[config.mk]
export PLATFORM = sky130hd
export DESIGN_NAME = substring_occurrence_finder_core
export DESIGN_NICKNAME = d
export VERILOG_FILES = /design/src/sof_pkg.sv /design/src/substring_occurrence_finder_core.sv /design/src/sof_cell.sv /design/src/sof_row.sv
export SDC_FILE = /design/constraint.sdc
export NUM_CORES = 1
export LEC_CHECK = 0
export ABC_AREA = 1
export BUFFER_PORTS_ARGS = -buffer_cell sky130_fd_sc_hd__buf_2
export CAP_MARGIN = 20
export CORE_MARGIN = 10
export CORE_UTILIZATION = 60
export CTS_CLUSTER_DIAMETER = 120
export DETAILED_ROUTE_END_ITERATION = 8
export PLACE_DENSITY = 0.75
export SYNTH_ARGS = -nofsm -noshare
export SYNTH_HDL_FRONTEND = slang
export SYNTH_SLANG_ARGS = --single-unit
[constraint.sdc]
create_clock -name clk -period 18.6 [get_ports clk]
set_input_delay 3.72 -clock clk [delete_from_list [all_inputs] [get_ports clk]]
set_output_delay 3.72 -clock clk [all_outputs]
set_load 0.02 [all_outputs]
[src/sof_pkg.sv]
// ----------------------------------------------------------------------------
// sof_pkg
// shared types and constants of the substring occurrence finder
// ----------------------------------------------------------------------------
package sof_pkg;

  localparam int unsigned BYTE_W = 8;
  localparam int unsigned CMD_W  = 2;
  localparam int unsigned POS_W  = 32;
  localparam logic [POS_W-1:0] POS_MAX = 32'hFFFF_FFFF;

  // command codes carried in tuser
  typedef enum logic [CMD_W-1:0] {
    CMD_APPEND  = 2'd0,
    CMD_SUBJECT = 2'd1,
    CMD_CLEAR   = 2'd2,
    CMD_NONE    = 2'd3
  } cmd_t;

  // register indexes, decoded from paddr[2]
  localparam logic REG_START = 1'b0;
  localparam logic REG_LIMIT = 1'b1;

  // per-word control broadcast to the cell row
  typedef struct packed {
    logic shift;   // subject byte enters the window
    logic append;  // pattern byte enters the pattern row
    logic clear;   // empty pattern, zero window
  } row_ctl_t;

endpackage

[src/substring_occurrence_finder_core.sv]
// ----------------------------------------------------------------------------
// substring_occurrence_finder_core
// finds every (overlapping) occurrence of a stored pattern in a byte stream
//
// channel | dir | handshake           | word
// in_     | in  | in_tvalid/in_tready | tdata: data_byte, tuser: cmd
// out_    | out | out_tvalid/out_tready | tdata: match_position
// cfg_    | in  | apb, pready tied high | start_position @0x0, limit @0x4
//
// - one word accepted per cycle while in_tready is high, any mix of append, subject and clear
// - a match shows on out_ after its subject word has passed these registers:
//   the cell row and count update at the edge that takes the word, the row
//   compare and position subtract are registered in stage 2, then the range
//   check fills the output register
// - a stalled output fills the pipeline before in_tready drops
// - reset is synchronous active low: empty pattern, zero window and count,
//   start_position 1, limit all ones; no clearing pass
// ----------------------------------------------------------------------------
module substring_occurrence_finder_core #(
  parameter int unsigned PAT_MAX = 32
) (
  input  logic        clk,
  input  logic        rst_n,
  // input words
  input  logic        in_tvalid,
  output logic        in_tready,
  input  logic [7:0]  in_tdata,   // [7:0] data_byte
  input  logic [1:0]  in_tuser,   // [1:0] cmd
  // result words
  output logic        out_tvalid,
  input  logic        out_tready,
  output logic [31:0] out_tdata,  // [31:0] match_position
  // configuration
  input  logic        cfg_psel,
  input  logic        cfg_penable,
  input  logic        cfg_pwrite,
  input  logic [2:0]  cfg_paddr,
  input  logic [31:0] cfg_pwdata,
  output logic [31:0] cfg_prdata,
  output logic        cfg_pready
);

  localparam int unsigned LEN_W = $clog2(PAT_MAX + 1);
  localparam int unsigned POS_W = sof_pkg::POS_W;

  // configuration registers
  logic [POS_W-1:0] start_r;
  logic [POS_W-1:0] limit_r;
  logic             cfg_wr;

  assign cfg_pready = 1'b1;
  assign cfg_wr     = cfg_psel && cfg_penable && cfg_pwrite;

  always_ff @(posedge clk) begin
    if (!rst_n) begin
      start_r <= POS_W'(1);
      limit_r <= sof_pkg::POS_MAX;
    end else if (cfg_wr) begin
      unique case (cfg_paddr[2])
        sof_pkg::REG_START: start_r <= cfg_pwdata;
        sof_pkg::REG_LIMIT: limit_r <= cfg_pwdata;
        default:            start_r <= start_r;
      endcase
    end
  end

  always_comb begin
    unique case (cfg_paddr[2])
      sof_pkg::REG_START: cfg_prdata = start_r;
      sof_pkg::REG_LIMIT: cfg_prdata = limit_r;
      default:            cfg_prdata = '0;
    endcase
  end

  // pipeline handshake: each stage moves when the one after it has room
  logic out_v_r;
  logic s1_v_r;
  logic s2_v_r;
  logic out_room;
  logic s2_adv;
  logic s1_adv;
  logic in_fire;

  assign out_room  = !out_v_r || out_tready;
  assign s2_adv    = !s2_v_r || out_room;
  assign s1_adv    = !s1_v_r || s2_adv;
  assign in_tready = s1_adv;
  assign in_fire   = in_tvalid && in_tready;

  // command decode
  sof_pkg::cmd_t     cmd;
  sof_pkg::row_ctl_t ctl;

  assign cmd = sof_pkg::cmd_t'(in_tuser);

  always_comb begin
    ctl = '0;
    if (in_fire) begin
      unique case (cmd)
        sof_pkg::CMD_APPEND:  ctl.append = 1'b1;
        sof_pkg::CMD_SUBJECT: ctl.shift  = 1'b1;
        sof_pkg::CMD_CLEAR:   ctl.clear  = 1'b1;
        default:              ctl        = '0;  // unused code, no effect
      endcase
    end
  end

  // saturating subject counter
  logic [POS_W-1:0] count_r;
  logic [POS_W-1:0] count_nxt;

  always_comb begin
    count_nxt = count_r;
    if (ctl.clear) begin
      count_nxt = '0;
    end else if (ctl.shift && (count_r != sof_pkg::POS_MAX)) begin
      count_nxt = count_r + POS_W'(1);
    end
  end

  always_ff @(posedge clk) begin
    if (!rst_n) begin
      count_r <= '0;
    end else begin
      count_r <= count_nxt;
    end
  end

  // cell row: window shifts on subject words, pattern on append words
  logic [LEN_W-1:0] pat_len;
  logic             match_all;

  sof_row #(
    .PAT_MAX (PAT_MAX),
    .LEN_W   (LEN_W)
  ) u_row (
    .clk       (clk),
    .rst_n     (rst_n),
    .ctl       (ctl),
    .data_byte (in_tdata),
    .pat_len   (pat_len),
    .match_all (match_all)
  );

  // stage 1: row state belongs to the subject word held here, since no new
  // word is taken while this stage is stuck
  logic             hit;
  logic [POS_W-1:0] len_ext;
  logic [POS_W-1:0] s1_pos;
  logic [POS_W-1:0] s2_pos_r;

  assign len_ext = POS_W'(pat_len);
  assign hit     = match_all && (count_r >= len_ext);
  // empty pattern matches at the current position
  assign s1_pos  = (pat_len == '0) ? count_r : (count_r - len_ext + POS_W'(1));

  always_ff @(posedge clk) begin
    if (!rst_n) begin
      s1_v_r <= 1'b0;
      s2_v_r <= 1'b0;
      out_v_r <= 1'b0;
    end else begin
      if (s1_adv) begin
        s1_v_r <= ctl.shift;
      end
      if (s2_adv) begin
        s2_v_r <= s1_v_r && hit;
      end
      if (out_room) begin
        out_v_r <= s2_v_r && (s2_pos_r >= start_r) && (s2_pos_r <= limit_r);
      end
    end
  end

  // stage 2 position and output register, payload only
  logic [POS_W-1:0] out_pos_r;

  always_ff @(posedge clk) begin
    if (s2_adv) begin
      s2_pos_r <= s1_pos;
    end
    if (out_room) begin
      out_pos_r <= s2_pos_r;
    end
  end

  assign out_tvalid = out_v_r;
  assign out_tdata  = out_pos_r;

`ifndef SYNTHESIS
  // a reported position is never zero
  a_pos_nonzero : assert property (@(posedge clk) disable iff (!rst_n)
    out_tvalid |-> (out_tdata != '0))
    else $error("zero match position reported");

  // clear empties pattern and count
  a_clear : assert property (@(posedge clk) disable iff (!rst_n)
    ctl.clear |=> (count_r == '0) && (pat_len == '0))
    else $error("clear did not restart");

  // counter sticks at its maximum
  a_sat : assert property (@(posedge clk) disable iff (!rst_n)
    (ctl.shift && (count_r == sof_pkg::POS_MAX)) |=> (count_r == sof_pkg::POS_MAX))
    else $error("subject counter wrapped");

  // a held subject word keeps its slot while the pipeline is blocked
  a_s1_hold : assert property (@(posedge clk) disable iff (!rst_n)
    (s1_v_r && !s1_adv) |=> s1_v_r)
    else $error("stage 1 lost its word");
`endif

endmodule

[src/sof_cell.sv]
// ----------------------------------------------------------------------------
// sof_cell
// one window byte and one pattern byte, both handed on to the next cell
// ----------------------------------------------------------------------------
module sof_cell #(
  parameter int unsigned IDX   = 0,
  parameter int unsigned LEN_W = 6
) (
  input  logic                       clk,
  input  logic                       rst_n,
  input  sof_pkg::row_ctl_t          ctl,
  input  logic [LEN_W-1:0]           pat_len,
  input  logic [sof_pkg::BYTE_W-1:0] win_in,
  input  logic [sof_pkg::BYTE_W-1:0] pat_in,
  output logic [sof_pkg::BYTE_W-1:0] win_out,
  output logic [sof_pkg::BYTE_W-1:0] pat_out,
  output logic                       eq
);

  logic [sof_pkg::BYTE_W-1:0] win_r;
  logic [sof_pkg::BYTE_W-1:0] pat_r;

  always_ff @(posedge clk) begin
    if (!rst_n) begin
      win_r <= '0;
    end else if (ctl.clear) begin
      win_r <= '0;
    end else if (ctl.shift) begin
      win_r <= win_in;
    end
  end

  // pattern byte needs no reset, unused cells are masked by the length
  always_ff @(posedge clk) begin
    if (ctl.append) begin
      pat_r <= pat_in;
    end
  end

  assign win_out = win_r;
  assign pat_out = pat_r;
  // cell holds pattern[len-1-IDX] against window[IDX]
  assign eq = (LEN_W'(IDX) >= pat_len) || (pat_r == win_r);

endmodule

[src/sof_row.sv]
// ----------------------------------------------------------------------------
// sof_row
// row of compare cells plus the pattern length register
// ----------------------------------------------------------------------------
module sof_row #(
  parameter int unsigned PAT_MAX = 32,
  parameter int unsigned LEN_W   = 6
) (
  input  logic                       clk,
  input  logic                       rst_n,
  input  sof_pkg::row_ctl_t          ctl,
  input  logic [sof_pkg::BYTE_W-1:0] data_byte,
  output logic [LEN_W-1:0]           pat_len,
  output logic                       match_all
);

  logic [LEN_W-1:0]           len_r;
  logic [LEN_W-1:0]           len_nxt;
  logic                       full;
  sof_pkg::row_ctl_t          cell_ctl;
  logic [sof_pkg::BYTE_W-1:0] win_link [PAT_MAX+1];
  logic [sof_pkg::BYTE_W-1:0] pat_link [PAT_MAX+1];
  logic [PAT_MAX-1:0]         eq_vec;

  assign full = (len_r == LEN_W'(PAT_MAX));

  // append to a full pattern is dropped
  always_comb begin
    cell_ctl        = ctl;
    cell_ctl.append = ctl.append && !full;
  end

  always_comb begin
    len_nxt = len_r;
    if (ctl.clear) begin
      len_nxt = '0;
    end else if (cell_ctl.append) begin
      len_nxt = len_r + LEN_W'(1);
    end
  end

  always_ff @(posedge clk) begin
    if (!rst_n) begin
      len_r <= '0;
    end else begin
      len_r <= len_nxt;
    end
  end

  assign win_link[0] = data_byte;
  assign pat_link[0] = data_byte;

  for (genvar g = 0; g < PAT_MAX; g++) begin : g_cell
    sof_cell #(
      .IDX   (g),
      .LEN_W (LEN_W)
    ) u_cell (
      .clk     (clk),
      .rst_n   (rst_n),
      .ctl     (cell_ctl),
      .pat_len (len_r),
      .win_in  (win_link[g]),
      .pat_in  (pat_link[g]),
      .win_out (win_link[g+1]),
      .pat_out (pat_link[g+1]),
      .eq      (eq_vec[g])
    );
  end

  assign pat_len   = len_r;
  assign match_all = &eq_vec;

endmodule
# == Word-level counts from Yosys, hierarchy flattened ==
# Cells that the tools add are included.
# totals
in_bits,52
ff_bits,681
out_inout_bits,67
wordCells,210
# op_classes
bitwise_logic,2
n_mux,6
magnitude_cmp,35
add_sub_neg,4
reduce_logical,54
n_eq_ne,36
# ops
operator,count
$eq 8x8->1,32
$ge 5x6->1 const A,16
$add 32x1->32 const B,2
$pmux 32 s2,1
$ge 4x6->1 const A,8
$logic_or 1x1->1,35
$ge 32x32->1,1
$ge 32x6->1,1
$le 32x32->1,1
$mux 32,1
$ne 32x32->1 const B,1
$reduce_and 32->1,1
$sub 32x6->32,1
$ge 3x6->1 const A,4
$ge 1x6->1 const A,2
$ge 2x6->1 const A,2
$logic_and 1x1->1,9
$add 6x1->6 const B,1
$eq 6x6->1 const B,1
$logic_not 6->1,1
$logic_not 1->1,4
$reduce_and 2->1,2
$mux 1,3
$mux 3,1
other kinds (5),6

# == Longest topological paths before layout ==
# depth
word_depth,7
depth_mapped,18
mapped_depth_nobuf,18

# == By module ==
# A second synthesis with hierarchy kept.
# unflattened
hier_cells,4039
area_unflattened_um2,34132.7
# modules_own_cells
mod,n_inst,seq_area_each_um2,area_each_um2,cells_each
substring_occurrence_finder_core,1,3903.7,11255.8,1508
sof_cell at u_row.g_cell[21].u_cell ...,5,400.4,708.2,78
sof_cell at u_row.g_cell[12].u_cell ...,3,400.4,706.9,78
sof_cell at u_row.g_cell[14].u_cell ...,3,400.4,705.7,78
sof_cell at u_row.g_cell[19].u_cell ...,3,400.4,690.7,75
sof_cell at u_row.g_cell[16].u_cell ...,2,400.4,710.7,79
sof_cell at u_row.g_cell[0].u_cell ...,2,400.4,708.2,79
sof_cell at u_row.g_cell[13].u_cell ...,2,400.4,704.4,78
sof_cell at u_row.g_cell[29].u_cell ...,2,400.4,691.9,75
sof_cell at u_row.g_cell[11].u_cell ...,2,400.4,686.9,73
sof_cell at u_row.g_cell[20].u_cell,1,400.4,719.4,81
sof_cell at u_row.g_cell[10].u_cell,1,400.4,711.9,80
sof_cell at u_row.g_cell[22].u_cell,1,400.4,711.9,79
sof_cell at u_row.g_cell[3].u_cell,1,400.4,703.2,78
5 more rows,--,--,--,--

# == Least setup slack after synthesis ==
# No wires, ideal clock.
# synth_timing
path_type,in2reg
startpoint,in out_tready
endpoint,reg u_row.len_r[2] (netlist: u_row.pat_len[2])
arrival_time_ns,10.471
setup_slack_ns,7.988
path_stages,11
t_required_ns,18.459
n_path_buf,0
path_cell_list,inv_1 > nand2_2 > nor2_2 > nand2_2 > nand2_2 > inv_1 > nand4_1 > inv_1 > nand2_1 > o21ai_0 > a21oi_1
# synth_lines
element,line_no,source
start: declaration,substring_occurrence_finder_core.sv:31,"input logic out_tready,"
end signal: assignment,sof_row.sv:46,len_r <= len_nxt;
end: declaration,sof_row.sv:17,logic [LEN_W-1:0] len_r;

# == Worst setup path in the final report ==
# layout_timing
startpoint,in cfg_paddr[2]
endpoint,out cfg_prdata[13]
# layout_via
elab_chain_len,2
# layout_rtl
element,line_no,source
start: declaration,substring_occurrence_finder_core.sv:37,"input logic [2:0] cfg_paddr,"
$not 1->1 (no line),--,
$pmux 32 s2 (*),substring_occurrence_finder_core.sv:68,unique case (cfg_paddr[2])
end: declaration,substring_occurrence_finder_core.sv:39,"output logic [31:0] cfg_prdata,"
# Mark *: on every way between the ends. The rest lies on a longest branch, timed or not.

==> flow_summary.ini <==
[yosys]
synth_seq_cells = 681
ys.flop_type = dfxtp_1
yosys_warnings = 0
synth_cell_types = 44
synth_cells = 3499
synth-edff-count = 320
avgSynthCellArea_um2 = 8.92
seq_area_frac_synth = 0.539
async_flop_share = 0
syn_nets = 3705
netlist_area_mm2 = 0.0312

[detailed_routing]
wire_per_inst_um = 16.8
ant_nets = 0
firstDrtPassIters = 5
totalWireLength_mm = 72.5
num_vias = 23700
drt_first_iter_violations = 1628
vias_per_cell = 5.49
drc = 0

[worst_setup_path]
cp.arrival_ns = 5.14
start_kind = input port
required_ns = 14.88
cp_cell_sequence = buf_2 -> nand2_1 -> o21ai_0 -> buf_2
cp_slowest_cell = buf_2
endpoint_kind = output port
r2r_setup_slack_ns = 13.71
crit_type = input port to output port
reg2reg_depth = 9
r2r_start = out_tvalid$_SDFFE_PN0P_
r2r-end = u_row.g_cell[30].u_cell.pat_out[1]$_DFFE_PP_
cp_common_cell = buf_2
path_max_fanout = 65
cpPeakStageDelay_ns = 0.79

[timing]
finalSetupTns_ns = 0
finalSetupViolCount = 0
rsz0062_at_grt = false
skew_ns = 0.0231
slew_headroom = 0.261
fin_crit_ns = 8.86
timing.fmax_ghz = 0.113
hold_violations = 0
min_period_over_period = 0.476
worstMarginPinSlew_ns = 1.11
finalMaxSlewViolations = 0
hold-worst-slack_ns = 0.468

[cells_and_area]
final-seq-area_mm2 = 0.0168
multi_input_area_mm2 = 0.0126
layout_commonest_cell = nand2_1
fin_cells = 4315
final_cell_mix = nand2_1 (961), a21oi_1 (420), dfxtp_1 (361), inv_1 (322), edfxtp_1 (320)
synthToLayoutAreaGrowth_pct = 11.0
layout.nets = 3784
final_util = 0.674
drive_gt1_frac = 0.0721
fillers = 4028
antennaDiodeCount = 0

[clocking]
cts_tree = built
ctsHoldBuffers = 0
cts_resized = 0
postCtsSetupRepairBufs = 0
cts_root_buf = clkbuf_16
clk_latency_ns = 0.62
cts_sinks = 681
max-clock-path-buffers = 3
cts-buffers-inserted = 72
clk_pin_slew_worst_paths_ns = 0.06
h-tree-depth = 3

[worst_hold_path]
min_to = u_row.g_cell[26].u_cell.pat_out[1]$_DFFE_PP_
hold-path-cell-count = 0
hold_class = flip-flop to flip-flop
hp-start = u_row.g_cell[25].u_cell.pat_out[1]$_DFFE_PP_

[global_routing]
grt_max_degree = 213
gr-total-overflow = 0
grt_pass1_vias = 23300
grt_pass1_wl_mm = 117
antenna_found_initial = 0
grtUsageTotal = 0.233

[die]
start_util = 0.607
core-area_mm2 = 0.0514
dieArea_mm2 = 0.0616
rows = 83
die_w_um = 248
ios = 119
die_h_um = 248

[placement]
io_buffers = 115
place_inst = 4183
place.gp.congestion = 0.880
dp_hpwl_mm = 48.6

[job]
cap_violations = 0

[power]
vdd_drop_max_v = 0.000101
power.density_mw_per_mm2 = 92.0
leakagePower_nw = 13.9

[status]
status = completed
[per-layer routing]
metal | GRT usage | wire length (um) | vias up
met5 | 0 | 0 | -
met4 | 0.0850 | 1990 | 0
met3 | 0.0328 | 4190 | 138
met2 | 0.412 | 36400 | 677
met1 | 0.284 | 29900 | 11200
li1 | - | - | 11700
[cell usage after synthesis, types with 59 or more instances]
library cell,n,area share
buf_2,62,0.0099
a21oi_1,420,0.067
nand2_1,961,0.12
edfxtp_1,320,0.31
inv_1,323,0.039
clkbuf_1,59,0.0071
ha_1,151,0.061
o21ai_0,247,0.040
nor2_1,172,0.021
xnor2_1,192,0.054
nand3_1,69,0.011
dfxtp_1,361,0.23
[sequential cells by signal, indices dropped and copies added, names as in the netlist]
| name | flops |
|---|---|
| count_r | 32 |
| u_row.pat_len | 6 |
| u_row.g_cell.u_cell.win_out | 256 |
| out_tvalid | 1 |
| s2_v_r | 1 |
| s2_pos_r | 32 |
| u_row.g_cell.u_cell.pat_out | 256 |
| limit_r | 32 |
| out_tdata | 32 |
| s1_v_r | 1 |
| start_r | 32 |
[critical path: cells and delay by family]
family                 cells  cell delay, ns
and+or+nand+nor            1            0.19
AOI/OAI and AO/OA          1            0.18
buffers and inverters      2            1.02
[layout make-up]
cell class	count	area share
multi-input cells	2365	0.364
clock buffers	110	0.0620
well taps	680	0.0245
inverters	330	0.0362
repair buffers	128	0.0215
flip-flops and latches	681	0.486
clock inverters	21	0.00603
[power by group]
part,leakage (nW),switching (W),internal (W)
clock network,1.16,0.000585,0.000831
registers,6.06,0.0000198,0.00159
logic,6.66,0.000111,0.0000469
total,13.9,0.000716,0.00247
[how the worst max path moves through the flow]
stage | start | end | slack (ns) | cells past startpoint
3_3_place_gp | cfg_paddr[2] | cfg_prdata[0] | 9.86 | 5
2_1_floorplan | out_tready | u_row.pat_len[2]$_SDFFE_PP0P_ | 7.99 | 11
6_report | cfg_paddr[2] | cfg_prdata[13] | 9.74 | 4
5_1_grt | cfg_paddr[2] | cfg_prdata[0] | 9.61 | 5
4_1_cts | cfg_paddr[2] | cfg_prdata[0] | 9.78 | 5
3_5_place_dp | cfg_paddr[2] | cfg_prdata[0] | 9.79 | 5
[cells by family (layout without fill, tap and decap cells)]
group / count (synthesis) / count (layout) / share of synthesized area
other cells: 1 / 1 / 0.000120
buf+inv: 453 / 589 / 0.0572
xor+xnor: 217 / 217 / 0.0609
simple gates: 1294 / 1294 / 0.166
flops: 681 / 681 / 0.539
fa+ha+maj: 154 / 154 / 0.0624
compound gates: 699 / 699 / 0.114
[through the flow]
step	total power, W	setup slack [ns]	cell area [um^2]
floorplan	0.00175	7.99	31200
global placement	0.00179	9.86	32200
detailed placement	0.00180	9.79	32300
CTS	0.00321	9.78	34600
global route	0.00330	9.61	34700
finish	0.00319	9.74	34700
Note: power is estimated with default switching activity, not from simulation.
